**config.mk**
```make
export PLATFORM = sky130hd
export DESIGN_NAME = ines_header_decoder_top
export DESIGN_NICKNAME = d
export VERILOG_FILES = /design/src/rtl/core/ihd_pkg.sv /design/src/rtl/core/ihd_fifo.sv /design/src/rtl/core/ihd_front.sv /design/src/rtl/core/ihd_back.sv /design/src/rtl/core/ines_header_decoder_top.sv
export VERILOG_INCLUDE_DIRS = /design/src /design/src/rtl/core
export SDC_FILE = /design/constraint.sdc
export NUM_CORES = 1
export LEC_CHECK = 0
export ABC_AREA = 1
export BUFFER_PORTS_ARGS = -buffer_cell sky130_fd_sc_hd__buf_2
export CORE_ASPECT_RATIO = 0.75
export CORE_MARGIN = 10
export CORE_UTILIZATION = 40
export CTS_CLUSTER_SIZE = 40
export DETAILED_ROUTE_END_ITERATION = 8
export GPL_ROUTABILITY_DRIVEN = 0
export PLACE_DENSITY = 0.65
export SYNTH_ARGS = -nofsm -noshare
export SYNTH_HDL_FRONTEND = slang
export SYNTH_SLANG_ARGS = --single-unit
```
**constraint.sdc**
```tcl
create_clock -name clk -period 13.35 [get_ports clk]
set_input_delay 3.3375 -clock clk [delete_from_list [all_inputs] [get_ports clk]]
set_output_delay 3.3375 -clock clk [all_outputs]
set_load 0.05 [all_outputs]
```
**src/rtl/core/assert_macros.svh**
```systemverilog
// Concurrent assertion helpers, clocked on clk and quiet while rst is high.
`ifndef ASSERT_MACROS_SVH
`define ASSERT_MACROS_SVH

`define ASSERT_RST(label, prop, msg) \
  label: assert property (@(posedge clk) disable iff (rst) prop) else $error(msg);

`define ASSERT_IMPL(label, ante, cons, msg) \
  `ASSERT_RST(label, (ante) |-> (cons), msg)

`endif

```
**src/rtl/core/ihd_pkg.sv**
```systemverilog
package ihd_pkg;

  localparam int unsigned HDR_LEN = 16;

  localparam logic [7:0] MAGIC_0 = 8'h4E;
  localparam logic [7:0] MAGIC_1 = 8'h45;
  localparam logic [7:0] MAGIC_2 = 8'h53;
  localparam logic [7:0] MAGIC_3 = 8'h1A;

  localparam logic [7:0] FMT_MASK  = 8'h0C;
  localparam logic [7:0] FMT_NES2  = 8'h08;
  localparam logic [3:0] EXP_NIB   = 4'hF;

  localparam int unsigned PRG_UNIT_SHIFT = 14;
  localparam int unsigned CHR_UNIT_SHIFT = 13;
  localparam logic [8:0]  PRG_ZERO_BANKS = 9'd256;
  localparam int unsigned TRAINER_BYTES  = 512;

  localparam int unsigned MID_DEPTH_DEF = 2;
  localparam int unsigned OUT_DEPTH_DEF = 2;

  typedef enum logic [1:0] {
    STATUS_OK       = 2'd0,
    STATUS_SHORT    = 2'd1,
    STATUS_BAD_MAGIC = 2'd2,
    STATUS_BAD_SIZE = 2'd3
  } status_t;

  // Full header, byte 0 in the lowest lane.
  typedef logic [HDR_LEN-1:0][7:0] header_t;

  typedef struct packed {
    status_t     status;
    logic [11:0] mapper_number;
    logic [31:0] prg_size;
    logic [31:0] chr_size;
    logic [7:0]  flags_six;
    logic [7:0]  flags_seven;
    logic        is_nes2;
  } result_t;

endpackage

```
**src/rtl/core/ihd_fifo.sv**
```systemverilog
`include "assert_macros.svh"

module ihd_fifo #(
  parameter int unsigned WIDTH = 8,
  parameter int unsigned DEPTH = 2
) (
  input  logic             clk,
  input  logic             rst,
  input  logic             push,
  input  logic [WIDTH-1:0] wdata,
  output logic             full,
  input  logic             pop,
  output logic [WIDTH-1:0] rdata,
  output logic             empty
);

  localparam int unsigned PTR_W = (DEPTH > 1) ? $clog2(DEPTH) : 1;
  localparam int unsigned CNT_W = $clog2(DEPTH + 1);

  logic [WIDTH-1:0] mem [DEPTH];
  logic [PTR_W-1:0] wr_ptr;
  logic [PTR_W-1:0] rd_ptr;
  logic [CNT_W-1:0] count;
  logic             do_push;
  logic             do_pop;

  assign full    = (count == CNT_W'(DEPTH));
  assign empty   = (count == '0);
  assign do_push = push && !full;
  assign do_pop  = pop && !empty;
  assign rdata   = mem[rd_ptr];

  always_ff @(posedge clk) begin
    if (rst) begin
      wr_ptr <= '0;
      rd_ptr <= '0;
      count  <= '0;
    end else begin
      if (do_push) begin
        wr_ptr <= (wr_ptr == PTR_W'(DEPTH - 1)) ? '0 : wr_ptr + PTR_W'(1);
      end
      if (do_pop) begin
        rd_ptr <= (rd_ptr == PTR_W'(DEPTH - 1)) ? '0 : rd_ptr + PTR_W'(1);
      end
      if (do_push && !do_pop) begin
        count <= count + CNT_W'(1);
      end else if (do_pop && !do_push) begin
        count <= count - CNT_W'(1);
      end
    end
  end

  always_ff @(posedge clk) begin
    if (do_push) begin
      mem[wr_ptr] <= wdata;
    end
  end

  `ASSERT_RST(a_count_bound, count <= CNT_W'(DEPTH), "fifo count beyond depth")
  `ASSERT_IMPL(a_push_shows, do_push && !do_pop, ##1 !empty, "pushed beat not visible")

endmodule

```
**src/rtl/core/ihd_front.sv**
```systemverilog
`include "assert_macros.svh"

module ihd_front (
  input  logic             clk,
  input  logic             rst,
  input  logic             push,
  input  logic             stall,
  input  logic [7:0]       header_byte,
  input  logic             start_of_header,
  output logic             rec_push,
  output ihd_pkg::header_t rec
);

  localparam int unsigned STORE_N = ihd_pkg::HDR_LEN - 1;
  localparam int unsigned IDX_W   = $clog2(STORE_N);
  localparam logic [4:0]  POS_END = 5'(ihd_pkg::HDR_LEN);
  localparam logic [4:0]  POS_LAST = 5'(ihd_pkg::HDR_LEN - 1);

  logic [7:0] store [STORE_N];
  logic [4:0] byte_position;
  logic [4:0] byte_position_next;
  logic [4:0] pos;
  logic       accept;
  logic       in_hdr;

  assign accept   = push && !stall;
  assign pos      = start_of_header ? 5'd0 : byte_position;
  assign in_hdr   = (pos < POS_END);
  assign rec_push = accept && (pos == POS_LAST);
  assign byte_position_next = in_hdr ? pos + 5'd1 : POS_END;

  always_comb begin
    for (int i = 0; i < STORE_N; i++) begin
      rec[i] = store[i];
    end
    rec[STORE_N] = header_byte;
  end

  always_ff @(posedge clk) begin
    if (rst) begin
      byte_position <= '0;
    end else if (accept) begin
      byte_position <= byte_position_next;
    end
  end

  // Last byte goes straight into the record, so only the first fifteen are kept.
  always_ff @(posedge clk) begin
    if (accept && in_hdr && pos != POS_LAST) begin
      store[pos[IDX_W-1:0]] <= header_byte;
    end
  end

  `ASSERT_RST(a_pos_bound, byte_position <= POS_END, "byte position past end")
  `ASSERT_IMPL(a_done_park, rec_push, ##1 byte_position == POS_END,
    "position not parked after last byte")

endmodule

```
**src/rtl/core/ihd_back.sv**
```systemverilog
`include "assert_macros.svh"

module ihd_back (
  input  logic             clk,
  input  logic             rst,
  input  logic [31:0]      file_size,
  input  logic             rec_empty,
  input  ihd_pkg::header_t rec,
  output logic             rec_pop,
  input  logic             res_full,
  output logic             res_push,
  output ihd_pkg::result_t res
);

  typedef struct packed {
    logic        ok;
    logic [31:0] bytes;
  } size_dec_t;

  // NES 2.0 size field: plain count times unit, or exponent-multiplier form.
  function automatic size_dec_t nes2_size(input logic [7:0] lsb, input logic [3:0] nib,
                                          input logic is_prg);
    size_dec_t   d;
    logic [34:0] val;
    logic [34:0] cnt;
    d.ok = 1'b1;
    d.bytes = '0;
    if (nib != ihd_pkg::EXP_NIB) begin
      cnt = {23'd0, nib, lsb};
      val = is_prg ? (cnt << ihd_pkg::PRG_UNIT_SHIFT) : (cnt << ihd_pkg::CHR_UNIT_SHIFT);
    end else begin
      cnt = {32'd0, lsb[1:0], 1'b1};
      val = cnt << lsb[6:2];
      if (lsb[7]) begin
        d.ok = 1'b0;
      end
    end
    if (val[34:32] != 3'd0) begin
      d.ok = 1'b0;
    end
    if (d.ok) begin
      d.bytes = val[31:0];
    end
    return d;
  endfunction

  typedef struct packed {
    ihd_pkg::status_t pre_status;
    logic             size_ok;
    logic             trainer;
    logic [11:0]      mapper_number;
    logic [31:0]      prg_size;
    logic [31:0]      chr_size;
    logic [7:0]       flags_six;
    logic [7:0]       flags_seven;
    logic             is_nes2;
  } stage_t;

  stage_t      s1;
  stage_t      s1_next;
  logic        s1_valid;
  logic        s1_load;
  size_dec_t   prg_dec;
  size_dec_t   chr_dec;
  logic [8:0]  prg_banks;
  logic        archaic;
  logic [33:0] expected;
  logic        fits;

  assign res_push = s1_valid && !res_full;
  assign s1_load  = !rec_empty && (!s1_valid || res_push);
  assign rec_pop  = s1_load;

  // Classify and size the header.
  always_comb begin
    s1_next   = '0;
    prg_dec   = nes2_size(rec[4], rec[9][3:0], 1'b1);
    chr_dec   = nes2_size(rec[5], rec[9][7:4], 1'b0);
    prg_banks = (rec[4] == 8'd0) ? ihd_pkg::PRG_ZERO_BANKS : {1'b0, rec[4]};
    archaic   = (rec[12] | rec[13] | rec[14] | rec[15]) != 8'd0;

    s1_next.flags_six   = rec[6];
    s1_next.flags_seven = rec[7];
    s1_next.is_nes2     = (rec[7] & ihd_pkg::FMT_MASK) == ihd_pkg::FMT_NES2;
    s1_next.trainer     = rec[6][2];
    if (s1_next.is_nes2) begin
      s1_next.mapper_number = {rec[8][3:0], rec[7][7:4], rec[6][7:4]};
      s1_next.prg_size      = prg_dec.bytes;
      s1_next.chr_size      = chr_dec.bytes;
      s1_next.size_ok       = prg_dec.ok && chr_dec.ok && (prg_dec.bytes != 32'd0);
    end else begin
      s1_next.mapper_number = {4'd0, archaic ? 4'd0 : rec[7][7:4], rec[6][7:4]};
      s1_next.prg_size      = {9'd0, prg_banks, 14'd0};
      s1_next.chr_size      = {11'd0, rec[5], 13'd0};
      s1_next.size_ok       = 1'b1;
    end

    if (file_size < 32'(ihd_pkg::HDR_LEN)) begin
      s1_next.pre_status = ihd_pkg::STATUS_SHORT;
    end else if (rec[0] != ihd_pkg::MAGIC_0 || rec[1] != ihd_pkg::MAGIC_1 ||
                 rec[2] != ihd_pkg::MAGIC_2 || rec[3] != ihd_pkg::MAGIC_3) begin
      s1_next.pre_status = ihd_pkg::STATUS_BAD_MAGIC;
    end else begin
      s1_next.pre_status = ihd_pkg::STATUS_OK;
    end
  end

  always_ff @(posedge clk) begin
    if (rst) begin
      s1_valid <= 1'b0;
    end else if (s1_load) begin
      s1_valid <= 1'b1;
    end else if (res_push) begin
      s1_valid <= 1'b0;
    end
  end

  always_ff @(posedge clk) begin
    if (s1_load) begin
      s1 <= s1_next;
    end
  end

  // Length check: header, optional trainer, PRG and CHR must fit in the image.
  assign expected = 34'(ihd_pkg::HDR_LEN) +
                    (s1.trainer ? 34'(ihd_pkg::TRAINER_BYTES) : 34'd0) +
                    {2'd0, s1.prg_size} + {2'd0, s1.chr_size};
  assign fits = expected <= {2'd0, file_size};

  always_comb begin
    res = '0;
    case (s1.pre_status)
      ihd_pkg::STATUS_SHORT:     res.status = ihd_pkg::STATUS_SHORT;
      ihd_pkg::STATUS_BAD_MAGIC: res.status = ihd_pkg::STATUS_BAD_MAGIC;
      default: begin
        res.mapper_number = s1.mapper_number;
        res.flags_six     = s1.flags_six;
        res.flags_seven   = s1.flags_seven;
        res.is_nes2       = s1.is_nes2;
        if (s1.size_ok && fits) begin
          res.status   = ihd_pkg::STATUS_OK;
          res.prg_size = s1.prg_size;
          res.chr_size = s1.chr_size;
        end else begin
          res.status = ihd_pkg::STATUS_BAD_SIZE;
        end
      end
    endcase
  end

  `ASSERT_IMPL(a_s1_hold, s1_valid && !res_push, ##1 s1_valid, "decoded header dropped")
  `ASSERT_IMPL(a_pop_fill, rec_pop, ##1 s1_valid, "popped record not staged")

endmodule

```
**src/rtl/core/ines_header_decoder_top.sv**
```systemverilog
// Header decoder: one header byte accepted per cycle while full is low.
// A result goes through the record queue, stage s1 and the result queue.
// Throughput: one byte per cycle unless full, one result per sixteen-byte header.
// full follows the record queue between the byte collector and the decoder.
// Reset (rst, synchronous, active high) clears file_size, byte position and queues.
module ines_header_decoder_top #(
  parameter int unsigned MID_DEPTH = ihd_pkg::MID_DEPTH_DEF,
  parameter int unsigned OUT_DEPTH = ihd_pkg::OUT_DEPTH_DEF
) (
  input  logic        clk,
  input  logic        rst,
  input  logic        push,
  output logic        full,
  input  logic [7:0]  header_byte,
  input  logic        start_of_header,
  output logic        empty,
  input  logic        pop,
  output logic [1:0]  status,
  output logic [11:0] mapper_number,
  output logic [31:0] prg_size,
  output logic [31:0] chr_size,
  output logic [7:0]  flags_six,
  output logic [7:0]  flags_seven,
  output logic        is_nes2,
  input  logic        cfg_we,
  input  logic [31:0] cfg_wdata
);

  localparam int unsigned HDR_W = $bits(ihd_pkg::header_t);
  localparam int unsigned RES_W = $bits(ihd_pkg::result_t);

  logic [31:0]      file_size;
  logic             rec_push;
  ihd_pkg::header_t rec_in;
  ihd_pkg::header_t rec_out;
  logic             rec_full;
  logic             rec_empty;
  logic             rec_pop;
  logic             res_push;
  logic             res_full;
  ihd_pkg::result_t res_in;
  ihd_pkg::result_t res_out;

  always_ff @(posedge clk) begin
    if (rst) begin
      file_size <= '0;
    end else if (cfg_we) begin
      file_size <= cfg_wdata;
    end
  end

  assign full = rec_full;

  ihd_front u_front (
    .clk             (clk),
    .rst             (rst),
    .push            (push),
    .stall           (rec_full),
    .header_byte     (header_byte),
    .start_of_header (start_of_header),
    .rec_push        (rec_push),
    .rec             (rec_in)
  );

  ihd_fifo #(
    .WIDTH (HDR_W),
    .DEPTH (MID_DEPTH)
  ) u_rec_q (
    .clk   (clk),
    .rst   (rst),
    .push  (rec_push),
    .wdata (rec_in),
    .full  (rec_full),
    .pop   (rec_pop),
    .rdata (rec_out),
    .empty (rec_empty)
  );

  ihd_back u_back (
    .clk       (clk),
    .rst       (rst),
    .file_size (file_size),
    .rec_empty (rec_empty),
    .rec       (rec_out),
    .rec_pop   (rec_pop),
    .res_full  (res_full),
    .res_push  (res_push),
    .res       (res_in)
  );

  ihd_fifo #(
    .WIDTH (RES_W),
    .DEPTH (OUT_DEPTH)
  ) u_res_q (
    .clk   (clk),
    .rst   (rst),
    .push  (res_push),
    .wdata (res_in),
    .full  (res_full),
    .pop   (pop),
    .rdata (res_out),
    .empty (empty)
  );

  assign status        = res_out.status;
  assign mapper_number = res_out.mapper_number;
  assign prg_size      = res_out.prg_size;
  assign chr_size      = res_out.chr_size;
  assign flags_six     = res_out.flags_six;
  assign flags_seven   = res_out.flags_seven;
  assign is_nes2       = res_out.is_nes2;

endmodule

```
# After elaboration in Yosys (flattened, before gate mapping)
# Memory sizes are Yosys's and may differ from the RTL's. A register that Yosys moved wholly into a read port is not among the register bits.
# Index checks and enable logic that the tools add are counted.
[word_totals] mem_count=3 in_bits=46 wordCells=144 register_bits=143 output_inout_bits=97 ramBits=566
[mem_list] memory="u_rec_q.mem" words=2 width=128 rd=1 rd_ports_with_merged_regs=1 wr=1 line="ihd_fifo.sv:20" source="logic [WIDTH-1:0] mem [DEPTH];"
[mem_list] memory="u_res_q.mem" words=2 width=95 rd=1 rd_ports_with_merged_regs=1 wr=1 line="ihd_fifo.sv:20"
[mem_list] memory="u_front.store" words=15 width=8 rd=15 rd_ports_with_merged_regs=0 wr=1 line="ihd_front.sv:19" source="logic [7:0] store [STORE_N];"
[classes] n_shift=2 bitwise_logic=5 magnitude_cmp=3 n_reduce_logical=43 mux=41 n_eq_ne=13 addsub=12
[ops] op="$mux W93" count=1
[ops] op="$mux W72" count=1
[ops] op="$mux W35" count=2
[ops] op="$shl A3 B5 Y35" count=2
[ops] op="$add A34 B32 Y34" count=2
[ops] op="$mux W32" count=2
[ops] op="$mux W64" count=1
[ops] op="$add A5 B34 Y34 const A" count=1
[ops] op="$le A34 B32 Y1" count=1
[ops] op="$lt A32 B5 Y1 const B" count=1
[ops] op="$reduce_bool A32 Y1" count=1
[ops] op="$ne A8 B7 Y1 const B" count=3
[ops] op="$or A8 B8 Y8" count=3
[ops] op="$mux W1" count=22
[ops] op="$logic_and A1 B1 Y1" count=17
[ops] op="$mux W2" count=6
[ops] op="$mux W10" count=1
[ops] op="$mux W5" count=2
[ops] op="$logic_not A1 Y1" count=9
[ops] op="$mux W9" count=1
[ops] op="$eq A2 B2 Y1 const B" count=4
[ops] op="$logic_not A8 Y1" count=1
[ops] op="$ne A4 B4 Y1 const B" count=2
[ops] op="$ne A8 B5 Y1 const B" count=1
[ops] op="other kinds (19)" count=32

# Longest topological paths before layout
[depth] word_depth=9 mapped_depth=28

# Cells and area by module
# From an unflattened synthesis, not the netlist that was laid out.
[hier_totals] hier_cells=2274 hier_area_um2=30684.4
[by_module_without_submodules] module="ihd_fifo (u_rec_q)" cells_each=435 seq_area_each_um2=7787.5 instances=1 area_per_inst_um2=9549.2
[by_module_without_submodules] module="ihd_back" cells_each=1102 seq_area_each_um2=2782.7 instances=1 area_per_inst_um2=8349.3
[by_module_without_submodules] module="ihd_fifo (u_res_q)" cells_each=333 seq_area_each_um2=5805.6 instances=1 area_per_inst_um2=7308.3
[by_module_without_submodules] module="ihd_front" cells_each=201 seq_area_each_um2=3703.6 instances=1 area_per_inst_um2=4139.0
[by_module_without_submodules] module="ines_header_decoder_top" cells_each=203 seq_area_each_um2=640.6 instances=1 area_per_inst_um2=1338.8

# Worst setup path before layout
# No wires, ideal clock.
[synth_timing] path_kind="input to register" from="in start_of_header" to="mem u_rec_q.mem[1][0] (netlist name), enable pin" path_slack_ns=4.114 n_path_buf=0 path_stages=10 arrival_ns=8.659 cell_sequence="inv_1 > nand2_1 > inv_1 > ha_1 > nand2_1 > nor2_1 > inv_1 > nor2_1 > inv_1 > nor2_1"
[synth_between] elab_chain_cells=6
[synth_rtl] item="start: declaration" line="ines_header_decoder_top.sv:15" source="input logic start_of_header,"
[synth_rtl] item="$mux W5" line="ihd_front.sv:27" source="assign pos = start_of_header ? 5'd0 : byte_position;"
[synth_rtl] item="$eq A5 B4 Y1" line="ihd_front.sv:29" source="assign rec_push = accept && (pos == POS_LAST);"
[synth_rtl] item="$logic_and A1 B1 Y1" line="ihd_front.sv:29"
[synth_rtl] item="$logic_and A1 B1 Y1" line="ihd_fifo.sv:29" source="assign do_push = push && !full;"
[synth_rtl] item="via u_rec_q.do_push" line="ihd_fifo.sv:24" source="logic do_push;"
[synth_rtl] item="$mux W1" line="ihd_fifo.sv:54" source="if (do_push) begin"
[synth_rtl] item="$mux W1 (not written as such)" line="ihd_fifo.sv:55" source="mem[wr_ptr] <= wdata;"
[synth_rtl] item="end: declaration" line="ihd_fifo.sv:20"
# The timed path passes the listed nets, and every way through them passes these cells.

==> results.sh <==
export IMPL_finalSetupTns_ns=0
export IMPL_placementRows=82
export IMPL_dieArea_sq_um=78800
export IMPL_placed_cells=3116
export IMPL_worst_hold_path_type="reg -> reg"
export IMPL_max_freq_ghz=0.165
export IMPL_core_area_sq_um=67000
export IMPL_ys_top_cells_by_area="edfxtp_1, ha_1, nand2_1, mux2_2, dfxtp_1"
export IMPL_drt_iter0_markers=1604
export IMPL_clk_path_buf_depth=3
export IMPL_cts_tree="built"
export IMPL_ff_latch_area_sq_um=18700
export IMPL_netSwitchingPower_w=0.00317
export IMPL_netlist_instances=2132
export IMPL_internal_power_w=0.00469
export IMPL_path_class="reg -> out"
export IMPL_ant_nets=0
export IMPL_wl_per_cell_um=18.9
export IMPL_die_y_um=246
export IMPL_dr_pass1_iters=9
export IMPL_grt_pass1_wl_um=93800
export IMPL_numCtsBuffers=60
export IMPL_cp_arrival_ns=2.71
export IMPL_synth_top_area_cell="edfxtp_1"
export IMPL_cts_root_buf="clkbuf_16"
export IMPL_grtUsageTotal_pct=15.0
export IMPL_startpoint_type="register"
export IMPL_max_vdd_ir_drop_mv=0.132
export IMPL_cp_required_ns=10.01
export IMPL_grt_ovfl_total=0
export IMPL_fill_cells=5881
export IMPL_antenna_cells=0
export IMPL_pin_count=143
export IMPL_p_clk_share_pct=22.2
export IMPL_yosysSeqAreaShare_pct=68.8
export IMPL_die_x_um=321
export IMPL_synth_edff_count=590
export IMPL_synthArstFlopShare_pct=0
export IMPL_drive_above_1_share_pct=17.2
export IMPL_swShare_pct=40.3
export IMPL_final_nets=2446
export IMPL_synth_area_per_cell_sq_um=12.7
export IMPL_outcome="finished clean"
export IMPL_syn_num_nets=2282
export IMPL_ys_ff_latch=638
export IMPL_vias=16410
export IMPL_relSlewSlack_pct=23.0
export IMPL_antenna_found_initial=2
export IMPL_initial_utilization_pct=40.5
export IMPL_cts_resized=0
export IMPL_avgViaCountPerCell=5.09
export IMPL_p_per_area_nw_per_um2=255
export IMPL_hold_viol=0
export IMPL_drc=0
export IMPL_synth_top_area_share_pct=65.3
export IMPL_r2r_start="u_back.s1[11]"
export IMPL_h_tree_depth=2
export IMPL_endpoint_kind="output port"
export IMPL_yosysUniqueCellTypes=61
export IMPL_yosys_top_cells_count="edfxtp_1, nand2_1, inv_1, nor2_1, ha_1"
export IMPL_final_cells=3227
export IMPL_setup_viol=0
export IMPL_worstHoldStart="u_front.store[5][6]"
export IMPL_period_share_pct=45.3
export IMPL_hold_buffers=0
export IMPL_grt_pass1_vias=16665
export IMPL_multi_input_area_sq_um=7250
export IMPL_postCtsSetupBuffers=0
export IMPL_synth_most_common_cell="edfxtp_1"
export IMPL_port_buffer_count=142
export IMPL_p_comb_share_pct=41.4
export IMPL_netlist_area_sq_um=27100
export IMPL_yosys_most_used_dff="edfxtp_1"
export IMPL_cp_max_fo=58
export IMPL_detailed_place_hpwl_um=42600
export IMPL_finalWirelength_um=60900
export IMPL_finalClockSkew_ns=0.0153
export IMPL_tightest_slew_ns=1.15
export IMPL_utilization_pct=46.1
export IMPL_clkSinkCount=638
export IMPL_ys_warn_count=0
export IMPL_fin_crit_ns=6.05
export IMPL_clkTransAtPathRegs_ns=0.06
export IMPL_fin_total_pwr_w=0.00786
export IMPL_clkLatencyLatePin_ns=0.62
export IMPL_grt_max_degree=75
export IMPL_maxCapViolCount=0
export IMPL_rsz0062_at_grt="no"
export IMPL_area_growth_pct=13.7
export IMPL_report_final_slew_viol_count=0
export IMPL_p_seq_share_pct=36.4
export IMPL_p_leak_nw=11.8
cell type report:
cell class	instances	share of cell area [%]
clock buffer	68	5.03
tap	882	3.58
multi-input combinational	1181	23.5
sequential	638	60.5
inverter	257	3.13
timing repair buffer	158	2.69
clock inverter	43	1.54
routing by layer:
layer  share of wire (%)  global-route usage (%)  vias to the layer above  wire, um
met2                  48                    25.5                      554     29300
met3                 5.9                    2.47                      110      3570
met1                  43                    19.5                     7916     26300
met5               0.018                       0                        -        11
met4                 2.9                    4.86                        2      1780
li1                    -                       -                     7828         -
stage by stage:
step / hold slack, ns / setup WS, ns / cell area (sq um)
CTS: 0.426 / 7.21 / 30900
detailed placement: 0.431 / 7.66 / 28800
finish: 0.437 / 7.30 / 30900
floorplan: 0.421 / 4.11 / 27100
global route: 0.446 / 7.14 / 30900
global placement: 0.424 / 7.71 / 28800
sequential cells by signal, summed over array words and instances, names as in the netlist, named ones only:
| name | count |
|---|---|
| file_size | 32 |
| u_rec_q.wr_ptr | 1 |
| u_front.byte_position | 5 |
| u_front.store | 100 |
| u_rec_q.rd_ptr | 1 |
| u_back.s1 | 92 |
| u_res_q.count | 2 |
| u_res_q.wr_ptr | 1 |
| u_rec_q.count | 2 |
| u_res_q.mem | 182 |
| u_rec_q.mem | 216 |
| u_res_q.rd_ptr | 1 |
| u_back.s1_valid | 1 |
logic make-up (layout without fill, tap and decap cells):
logic type      Yosys count  in the layout  synth area share [%]
buf+inv                 313            526                  4.57
simple gates            718            718                  11.6
fa+ha+maj               104            104                  4.85
flops                   638            638                  68.8
mux                      97             97                  4.00
xor+xnor                 30             30                 0.968
compound gates          232            232                  5.16
power by group through the flow:
stage / sequential [W] / combinational, W / clock (W)
after floorplan: 0.00278 / 0.00245 / 0
after global placement: 0.00290 / 0.00315 / 0
after detailed placement: 0.00290 / 0.00324 / 0
after CTS: 0.00286 / 0.00326 / 0.00179
after global routing: 0.00288 / 0.00362 / 0.00188
final: 0.00286 / 0.00325 / 0.00175
worst max-delay path: stages (launching register included):
cell     delay (ns)
dfxtp_4        0.71
buf_4          0.69
mux2_2         0.42
buf_2          0.22
worst paths after layout:
kind / slack, ns / to / cells past startpoint
setup reg to reg: 8.21 / u_res_q.mem[0][18] / 25
hold / removal: 0.44 / u_rec_q.mem[0][46] / 0
hold reg to reg: 0.44 / u_rec_q.mem[0][46] / 0
setup / recovery: 7.30 / mapper_number[0] / 3
placed cells by master (no fill, tap or decap), drive strengths merged, types with 2 or more instances in the layout:
cell,n
clkinv,28
bufinv,10
clkinvlp,3
a21oi,83
nand2,313
nor4b,2
o31ai,3
mux2,91
fa,2
dfxtp,48
xor2,22
a311oi,2
o21ai,70
o211ai,2
ha,102
or2,13
inv,259
nor4,31
a32oi,2
nand4,34
o21a,6
mux2i,6
buf,158
clkbuf,68
nor2,245
edfxtp,590
xnor2,8
nand3,46
nor3,31
a211oi,32
a21o,7
o21bai,12
o22ai,3
a21boi,2
a31oi,5
(Power assumes the default switching activity.)
